--- config.mk ---
export PLATFORM = sky130hd
export DESIGN_NAME = integer_set_table_top_flat
export DESIGN_NICKNAME = d
export VERILOG_FILES = /design/src/hdl/ist_pkg.sv /design/src/hdl/ist_if.sv /design/src/hdl/ist_result_reg.sv /design/src/hdl/integer_set_table_top.sv /design/src/flat_wrapper.sv
export SDC_FILE = /design/constraint.sdc
export NUM_CORES = 2
export LEC_CHECK = 0
export ABC_AREA = 0
export BUFFER_PORTS_ARGS = -buffer_cell sky130_fd_sc_hd__buf_2
export CAP_MARGIN = 30
export CORE_ASPECT_RATIO = 1.25
export CORE_MARGIN = 2
export CORE_UTILIZATION = 40
export DETAILED_ROUTE_END_ITERATION = 12
export HOLD_SLACK_MARGIN = 0.02
export PLACE_DENSITY = 0.55
export SLEW_MARGIN = 15
export SYNTH_ARGS = -nofsm -noshare
export SYNTH_HDL_FRONTEND = slang
export SYNTH_SLANG_ARGS = --single-unit
--- constraint.sdc ---
create_clock -name clk_i -period 5.6 [get_ports clk_i]
set_input_delay 1.4 -clock clk_i [delete_from_list [all_inputs] [get_ports clk_i]]
set_output_delay 1.4 -clock clk_i [all_outputs]
set_load 0.005 [all_outputs]
--- src/hdl/ist_pkg.sv ---
// shared types and constants of the integer set table
package ist_pkg;

  parameter int unsigned CAPACITY_DEF = 64;

  localparam int unsigned OpW    = 2;
  localparam int unsigned ElemW  = 32;
  localparam int unsigned CountW = 7;

  localparam logic [OpW-1:0] OP_ADD    = 2'd0;
  localparam logic [OpW-1:0] OP_REMOVE = 2'd1;
  localparam logic [OpW-1:0] OP_QUERY  = 2'd2;

  typedef struct packed {
    logic              was_member;
    logic [CountW-1:0] member_count;
    logic              set_empty;
    logic              overflow;
  } result_t;

endpackage

--- src/hdl/ist_if.sv ---
// request and result channel interfaces of the integer set table
interface ist_in_if;
  logic               valid;
  logic               ready;
  logic [1:0]         operation;
  logic signed [31:0] element;

  modport source (output valid, output operation, output element, input ready);
  modport sink   (input valid, input operation, input element, output ready);
endinterface

interface ist_out_if;
  logic       valid;
  logic       ready;
  logic       was_member;
  logic [6:0] member_count;
  logic       set_empty;
  logic       overflow;

  modport source (output valid, output was_member, output member_count,
                  output set_empty, output overflow, input ready);
  modport sink   (input valid, input was_member, input member_count,
                  input set_empty, input overflow, output ready);
endinterface

--- src/hdl/ist_result_reg.sv ---
// output register that holds one result transaction until it is taken
module ist_result_reg (
  input  logic            clk_i,
  input  logic            rst_ni,
  input  logic            load_i,
  input  ist_pkg::result_t res_i,
  output logic            can_load_o,
  ist_out_if.source       out_o
);
  import ist_pkg::*;

  logic    vld_q, vld_d;
  result_t res_q;

  assign can_load_o = !vld_q || out_o.ready;

  always_comb begin
    vld_d = vld_q;
    if (out_o.ready) begin
      vld_d = 1'b0;
    end
    if (load_i) begin
      vld_d = 1'b1;
    end
  end

  always_ff @(posedge clk_i or negedge rst_ni) begin
    if (!rst_ni) begin
      vld_q <= 1'b0;
    end else begin
      vld_q <= vld_d;
    end
  end

  always_ff @(posedge clk_i) begin
    if (load_i) begin
      res_q <= res_i;
    end
  end

  assign out_o.valid        = vld_q;
  assign out_o.was_member   = res_q.was_member;
  assign out_o.member_count = res_q.member_count;
  assign out_o.set_empty    = res_q.set_empty;
  assign out_o.overflow     = res_q.overflow;

endmodule

--- src/hdl/integer_set_table_top.sv ---
// integer set table: set of distinct 32-bit values kept packed in a one-read one-write memory
//
// Each request adds, removes or looks up one value and yields one result with the prior
// membership, the new count, an empty flag and an overflow flag for an add into a full
// table. A sequencer walks the stored entries through the memory's one read port, one
// entry per cycle, comparing each against the request. A remove then moves every later
// entry down one place, again one entry per cycle on the same port. A new request is
// taken once the previous one has reached the output register; results waiting there do
// not stall the search.
module integer_set_table_top #(
  parameter int unsigned CAPACITY = ist_pkg::CAPACITY_DEF
) (
  input  logic     clk_i,
  input  logic     rst_ni,
  ist_in_if.sink   in_i,
  ist_out_if.source out_o
);
  import ist_pkg::*;

  localparam int unsigned CntW = $clog2(CAPACITY + 1);
  localparam int unsigned IdxW = (CAPACITY > 1) ? $clog2(CAPACITY) : 1;

  typedef enum logic [3:0] {
    ST_IDLE   = 4'b0001,
    ST_SEARCH = 4'b0010,
    ST_SHIFT  = 4'b0100,
    ST_FINISH = 4'b1000
  } state_e;

  state_e          state_q, state_d;
  logic [OpW-1:0]  op_q;
  logic [ElemW-1:0] elem_q;
  logic [CntW-1:0] cnt_q, cnt_d;
  logic [CntW-1:0] iss_q, iss_d;
  logic            chk_vld_q, chk_vld_d;
  logic [IdxW-1:0] chk_idx_q, chk_idx_d;
  logic [ElemW-1:0] rdata_q;
  logic            present_q, present_d;
  logic            ovf_q, ovf_d;

  logic [ElemW-1:0] mem [CAPACITY];

  logic             accept;
  logic             rd_en;
  logic [IdxW-1:0]  rd_addr;
  logic             match;
  logic             wr_en;
  logic [IdxW-1:0]  wr_addr;
  logic [ElemW-1:0] wr_data;
  logic             load;
  logic             can_load;
  result_t          res;

  assign in_i.ready = (state_q == ST_IDLE);
  assign accept     = in_i.valid && in_i.ready;

  assign rd_en   = ((state_q == ST_SEARCH) || (state_q == ST_SHIFT)) && (iss_q < cnt_q);
  assign rd_addr = iss_q[IdxW-1:0];
  assign match   = chk_vld_q && (rdata_q == elem_q);

  always_comb begin
    state_d   = state_q;
    cnt_d     = cnt_q;
    iss_d     = rd_en ? iss_q + CntW'(1) : iss_q;
    chk_vld_d = rd_en;
    chk_idx_d = (state_q == ST_SHIFT) ? IdxW'(iss_q - CntW'(1)) : rd_addr;
    present_d = present_q;
    ovf_d     = ovf_q;
    wr_en     = 1'b0;
    wr_addr   = chk_idx_q;
    wr_data   = rdata_q;
    load      = 1'b0;
    case (state_q)
      ST_IDLE: begin
        if (accept) begin
          iss_d     = '0;
          chk_vld_d = 1'b0;
          present_d = 1'b0;
          ovf_d     = 1'b0;
          state_d   = ST_SEARCH;
        end
      end
      ST_SEARCH: begin
        if (match) begin
          present_d = 1'b1;
          if (op_q == OP_REMOVE) begin
            iss_d     = CntW'(chk_idx_q) + CntW'(1);
            chk_vld_d = 1'b0;
            state_d   = ST_SHIFT;
          end else begin
            state_d = ST_FINISH;
          end
        end else if (!rd_en && !chk_vld_q) begin
          if (op_q == OP_ADD) begin
            if (cnt_q < CntW'(CAPACITY)) begin
              wr_en   = 1'b1;
              wr_addr = cnt_q[IdxW-1:0];
              wr_data = elem_q;
              cnt_d   = cnt_q + CntW'(1);
            end else begin
              ovf_d = 1'b1;
            end
          end
          state_d = ST_FINISH;
        end
      end
      ST_SHIFT: begin
        if (chk_vld_q) begin
          wr_en = 1'b1;
        end
        if (!rd_en && !chk_vld_q) begin
          cnt_d   = cnt_q - CntW'(1);
          state_d = ST_FINISH;
        end
      end
      ST_FINISH: begin
        if (can_load) begin
          load    = 1'b1;
          state_d = ST_IDLE;
        end
      end
      default: begin
        state_d = ST_IDLE;
      end
    endcase
  end

  always_ff @(posedge clk_i or negedge rst_ni) begin
    if (!rst_ni) begin
      state_q   <= ST_IDLE;
      cnt_q     <= '0;
      iss_q     <= '0;
      chk_vld_q <= 1'b0;
      present_q <= 1'b0;
      ovf_q     <= 1'b0;
    end else begin
      state_q   <= state_d;
      cnt_q     <= cnt_d;
      iss_q     <= iss_d;
      chk_vld_q <= chk_vld_d;
      present_q <= present_d;
      ovf_q     <= ovf_d;
    end
  end

  always_ff @(posedge clk_i) begin
    chk_idx_q <= chk_idx_d;
    if (accept) begin
      op_q   <= in_i.operation;
      elem_q <= in_i.element;
    end
  end

  // single read port, single write port
  always_ff @(posedge clk_i) begin
    if (rd_en) begin
      rdata_q <= mem[rd_addr];
    end
    if (wr_en) begin
      mem[wr_addr] <= wr_data;
    end
  end

  always_comb begin
    res.was_member   = present_q;
    res.member_count = CountW'(cnt_q);
    res.set_empty    = (cnt_q == '0);
    res.overflow     = ovf_q;
  end

  ist_result_reg u_result_reg (
    .clk_i      (clk_i),
    .rst_ni     (rst_ni),
    .load_i     (load),
    .res_i      (res),
    .can_load_o (can_load),
    .out_o      (out_o)
  );

endmodule
--- src/flat_wrapper.sv ---
// flat-port wrapper written by rule: the top's interface ports become plain ports
module integer_set_table_top_flat import ist_pkg::*;
#(
  parameter int unsigned CAPACITY = ist_pkg::CAPACITY_DEF
)
  (clk_i, rst_ni, in_i_valid, in_i_operation, in_i_element, in_i_ready, out_o_valid, out_o_was_member, out_o_member_count, out_o_set_empty, out_o_overflow, out_o_ready);
  ist_in_if in_i_i ();
  ist_out_if out_o_i ();
  input  logic clk_i;
  input  logic rst_ni;
  input wire logic [$bits(in_i_i.valid)-1:0] in_i_valid;
  input wire logic [$bits(in_i_i.operation)-1:0] in_i_operation;
  input wire logic [$bits(in_i_i.element)-1:0] in_i_element;
  output wire logic [$bits(in_i_i.ready)-1:0] in_i_ready;
  output wire logic [$bits(out_o_i.valid)-1:0] out_o_valid;
  output wire logic [$bits(out_o_i.was_member)-1:0] out_o_was_member;
  output wire logic [$bits(out_o_i.member_count)-1:0] out_o_member_count;
  output wire logic [$bits(out_o_i.set_empty)-1:0] out_o_set_empty;
  output wire logic [$bits(out_o_i.overflow)-1:0] out_o_overflow;
  input wire logic [$bits(out_o_i.ready)-1:0] out_o_ready;
  assign in_i_i.valid = in_i_valid;
  assign in_i_i.operation = in_i_operation;
  assign in_i_i.element = in_i_element;
  assign in_i_ready = in_i_i.ready;
  assign out_o_valid = out_o_i.valid;
  assign out_o_was_member = out_o_i.was_member;
  assign out_o_member_count = out_o_i.member_count;
  assign out_o_set_empty = out_o_i.set_empty;
  assign out_o_overflow = out_o_i.overflow;
  assign out_o_i.ready = out_o_ready;
  integer_set_table_top #(.CAPACITY(CAPACITY)) u_core (.clk_i(clk_i), .rst_ni(rst_ni), .in_i(in_i_i), .out_o(out_o_i));
endmodule
# [Yosys cells after proc, flatten, opt, wreduce, memory -nomap -nowiden]
# Memories as Yosys holds them, arrays and structs flattened. A register that Yosys moved wholly into a read port is not among the register bits.
# Index checks and enable logic that the tools add are counted.
# W data, S select, Z words.
[word_totals] regBits=72 mem_bits_rw=2048 input_bits=38 word_cells=107 n_memories=1
[memory_table] memory="u_core.mem" words=64 word_bits=32 read_ports=1 rd_ports_with_merged_regs=1 wr=1 line="integer_set_table_top.sv:41" rtl="logic [ElemW-1:0] mem [CAPACITY];"
[classes] n_addsub=5 order_cmp=2 eq_ne=15 muxes=52 reduce_logical=18
[ops] operator="$mux W32" count=5
[ops] operator="$mux W7" count=9
[ops] operator="$mux W6" count=6
[ops] operator="$eq A32 B32 Y1" count=1
[ops] operator="$pmux W7 S2" count=2
[ops] operator="$mux W1" count=20
[ops] operator="$mux W4" count=5
[ops] operator="$pmux W4 S4" count=1
[ops] operator="$add A7 B1 Y7 const B" count=2
[ops] operator="$ne A2 B2 Y1 const B" count=7
[ops] operator="$reduce_and A6 Y1" count=2
[ops] operator="$pmux W1 S2" count=4
[ops] operator="$add A6 B1 Y7 const B" count=1
[ops] operator="$logic_not A7 Y1" count=1
[ops] operator="$lt A7 B7 Y1" count=1
[ops] operator="$lt A7 B7 Y1 const B" count=1
[ops] operator="$sub A7 B1 Y7 const B" count=1
[ops] operator="$reduce_bool A2 Y1" count=3
[ops] operator="$sub A6 B1 Y6 const B" count=1
[ops] operator="$eq A4 B1 Y1 const B" count=1
[ops] operator="$eq A4 B2 Y1 const B" count=1
[ops] operator="$eq A4 B3 Y1 const B" count=1
[ops] operator="$eq A4 B4 Y1 const B" count=1
[ops] operator="$logic_and A1 B1 Y1" count=4
[ops] operator="7 further kinds" count=11

# [Logic depth before layout (Yosys ltp)]
[depth] ltp_word=10 ltp_mapped=13 depth_no_buf=10

# [By module]
# A second synthesis with hierarchy kept.
[unflattened] hier_cells=3517 area_unflattened_um2=83030.9
[modules_own_cells] module="integer_set_table_top" instances=1 cells_each=3504 area_per_inst_um2=82683.0 seq_area_each_um2=64127.8
[modules_own_cells] module="ist_result_reg" instances=1 cells_each=13 area_per_inst_um2=347.8 seq_area_each_um2=325.3

# [Worst setup path before layout]
# OpenSTA, ideal clock, no wires.
[synth_timing] kind="register to register" start="register u_core.cnt_q[1]" end="memory u_core.mem[46][0], enable pin" setup_ps=421 arrival_time_ps=3858 slack_ps=1321 stages_incl_launch_ff=13 n_path_buf=3 period_less_slack_ps=4279 path_cell_list="dfrtp_1 clkbuf_1 inv_1 ha_1 nand2_1 o21ai_0 a211o_1 buf_4 inv_6 nor3_2 buf_6 mux2_2 nor2_1"
[synth_via] elab_chain_cells=9
[synth_rtl] element="from (decl)" line="integer_set_table_top.sv:33" rtl="logic [CntW-1:0] cnt_q, cnt_d;"
[synth_rtl] element="from (signal assigned)" line="integer_set_table_top.sv:138" rtl="cnt_q <= cnt_d;"
[synth_rtl] element="$lt A7 B7 Y1 (*)" line="integer_set_table_top.sv:57" rtl="assign rd_en = ((state_q == ST_SEARCH) || (state_q == ST_SHIFT)) && (iss_q < cnt_q);"
[synth_rtl] element="$logic_and A1 B1 Y1 (*)" line="integer_set_table_top.sv:57"
[synth_rtl] element="named net u_core.rd_en" line="integer_set_table_top.sv:44" rtl="logic rd_en;"
[synth_rtl] element="$logic_not A1 Y1 (*)" line="integer_set_table_top.sv:93" rtl="end else if (!rd_en && !chk_vld_q) begin"
[synth_rtl] element="$logic_and A1 B1 Y1 (*)" line="integer_set_table_top.sv:93"
[synth_rtl] element="$mux W1" line="integer_set_table_top.sv:93"
[synth_rtl] element="$mux W1" line="integer_set_table_top.sv:84" rtl="if (match) begin"
[synth_rtl] element="$pmux W1 S2" line="integer_set_table_top.sv:73" rtl="case (state_q)"
[synth_rtl] element="$mux W1" line="integer_set_table_top.sv:159" rtl="if (wr_en) begin"
[synth_rtl] element="$mux W1 (implied by the code)" line="integer_set_table_top.sv:160" rtl="mem[wr_addr] <= wr_data;"
[synth_rtl] element="to (decl)" line="integer_set_table_top.sv:41"
# The timed path passes the listed nets; every way through them passes the cells marked *.

# [Worst setup path after layout]
[layout_timing] start="register u_core.cnt_q[1]" end="memory u_core.mem[35][11], enable pin"
# The elaborated chain is that of the path after synthesis.

==> impl_metrics.ini <==
[outcome]
status = completed

[synth]
ys_ff_latch = 2152
async_reset_ff_share_pct = 1.02
yosysWarnings = 0
synth.area.top_cells = edfxtp_1 (77%), mux4_2 (17%), dfrtp_1 (0.63%)
yosys.cell_count.top_type = edfxtp_1
synth_top_area_cell = edfxtp_1
ys_types = 66
netlist_area_sq_um = 82800
synthDominantCellAreaShare_pct = 77.0
syn_area_per_cell_sq_um = 24.1
yosys-top-cells-count = edfxtp_1 (2,124), mux4_2 (640), clkbuf_1 (105)
synth-main-ff-cell = edfxtp_1
synthCells = 3441
synth_enable_flop_cells = 2124
synth_nets = 3494
ys_seq_area_share_pct = 77.8

[cts]
insertion_delay_ns = 0.83
cts_buffers = 195
cts-root-buf = clkbuf_16
tritoncts = yes
cts.sinks = 2152
clockBufferDepth = 3
cts_setup_buffers = 0
cts_resized = 0
cts_hold_buf = 0
cts.clk_slew.worst_paths_ns = 0.06
cts_max_level = 4

[drt]
wl_per_cell_um = 31.1
drt_iter0_drc = 3834
route.detailed.drc = 0
wirelength_um = 204000
num_vias = 37300
post_drt_via_cell_ratio = 5.68
postRouteAntennaNets = 0
dr.pass1.iters = 5

[hold_path]
hold_class = flop to flop
holdPathEnd = u_core.u_result_reg.out_o.overflow
hold_start = u_core.ovf_q
holdPathStages = 0

[critical_path]
cp_data_arrival_time_ns = 4.92
path_class = flop to flop
cp-start-kind = flop
endpoint_kind = flop
regToRegSetupSlack_ns = 1.17
worst_r2r_path_depth = 11
rr_endpoint = u_core.mem[35][11]
r2r-start = u_core.cnt_q[1]
crit_fanout = 20
worstPathRequired_ns = 6.09

[cells_and_area]
drive_above_1_share_pct = 32.6
area_growth_syn_to_layout_pct = 13.8
finalNetCount = 3722
final_util_pct = 45.8
nFillCells = 17000

[global_route]
antenna_found_initial = 2
grt_pass1_wl_um = 291000
grt_pass1_vias = 38600
grt_max_degree = 116
gr-usage-all-layers_pct = 19.4
gr-total-overflow = 0

[placed_design]
hpwlAfterDp_um = 114000
portBuffers = 49
place_ws_ns = 1.19
gp_congestion = 0.795

[timing]
tns_ns = 0
setup_viol = 0
rsz0062_at_grt = false
post-route-min-period_ns = 4.43
timing.fmax_mhz = 226
slew_headroom_pct = 33.2
final_hold_viol_count = 0
setup_ws_ns = 1.17
maxSlewViolCount = 0
min_period_over_period_pct = 79.1
worst_pin_slew_ns = 0.997
skew_ns = 0.0259

[flow_run]
max_cap_viol_count = 0

[floorplanning]
dieArea_sq_um = 211000
initial_core_util_pct = 40.3
core_sq_um = 206000
fp.dieH_um = 513
die_w_um = 411
io_pins = 50
rows = 186

[power]
peakVddDrop_uv = 436
power_density_nw_per_um2 = 396
p_leak_uw = 0.0281
[sequential cells by signal, indices dropped and copies added, names as in the netlist]
name	count
u_core.rdata_q	32
u_core.chk_idx_q	6
u_core.u_result_reg.out_o.member_count	7
u_core.state_q	4
u_core.ovf_q	1
u_core.present_q	1
u_core.elem_q	32
u_core.iss_q	7
u_core.u_result_reg.out_o.overflow	1
u_core.op_q	2
u_core.mem	2048
u_core.u_result_reg.out_o.set_empty	1
u_core.chk_vld_q	1
u_core.cnt_q	7
u_core.u_result_reg.out_o.valid	1
u_core.u_result_reg.out_o.was_member	1
[placed cells by master (no fill, tap or decap), types with 25 or more instances in the layout]
cell,count
edfxtp_1,2124
mux4_2,640
clkbuf_16,199
buf_4,108
a22oi_1,65
nor2_4,63
nand2_1,54
clkbuf_1,50
buf_2,50
buf_12,42
clkinv_1,39
mux2_2,35
clkinv_2,30
xor2_1,25
[report_power, final]
group | switching, uW | internal, uW
logic | 2850 | 2860
registers | 253 | 18300
clock network | 5830 | 7290
total | 8940 | 28400
[routing by layer]
| layer | up-vias | track usage (%) | part of all wire [%] |
|---|---|---|---|
| li1 | 15300 | - | - |
| met5 | - | 0 | 0 |
| met3 | 254 | 2.38 | 4.5 |
| met4 | 0 | 4.83 | 2.1 |
| met1 | 20700 | 26.5 | 42 |
| met2 | 1051 | 33.1 | 52 |
[per-stage QoR]
stage                     instance area [sq um]  total power [uW]  hold WS (ns)  std cells
final                                     94300             37300         0.537       6557
after global routing                      94300             38600         0.551       6557
after CTS                                 94200             37700         0.535       6551
after detailed placement                  88000             24700         0.516       6193
after global placement                    87900             24600         0.513       6186
after floorplan                           82800             23100         0.420       3441
[layout make-up]
cell class / count / area, sq um / share of cell area (%)
Inverter: 18 / 72.6 / 0.0770
Clock inverter: 104 / 956 / 1.01
Clock buffer: 254 / 5240 / 5.55
Sequential cell: 2152 / 64500 / 68.4
Tap cell: 2726 / 3410 / 3.62
Multi-Input combinational cell: 1093 / 18000 / 19.1
Timing Repair Buffer: 209 / 2100 / 2.23
Antenna cell: 1 / 2.50 / 0.00265
[worst max-delay path, cell delays in order (launching register included)]
cell,delay (ns)
dfrtp_1,0.55
inv_1,0.20
ha_1,0.32
nand2_1,0.06
o21ai_0,0.27
a211o_1,0.43
inv_6,0.06
nor3_4,0.41
buf_12,0.27
a31oi_2,0.38
nor2_4,0.70
buf_4,0.41
[worst max path at each step]
stage,from,end,depth (start not counted)
final,u_core.cnt_q[1],u_core.mem[35][11],11
after global routing,u_core.cnt_q[1],u_core.mem[43][15],11
after CTS,u_core.cnt_q[1],u_core.mem[43][15],11
after detailed placement,u_core.cnt_q[1],u_core.mem[43][27],11
after global placement,u_core.cnt_q[1],u_core.mem[43][14],11
after floorplan,u_core.cnt_q[1],u_core.mem[46][0],12
[cell families after synthesis]
group                      Yosys count  synth area share (%)
DFF                               2152                  77.8
AOI/OAI and AO/OA                  120                  1.07
and+or+nand+nor                    218                  1.24
muxes                              691                  18.1
adders and majority gates           15                 0.236
buffers and inverters              196                  1.02
xor gates and xnor gates            49                 0.518
(Power assumes the default switching activity.)
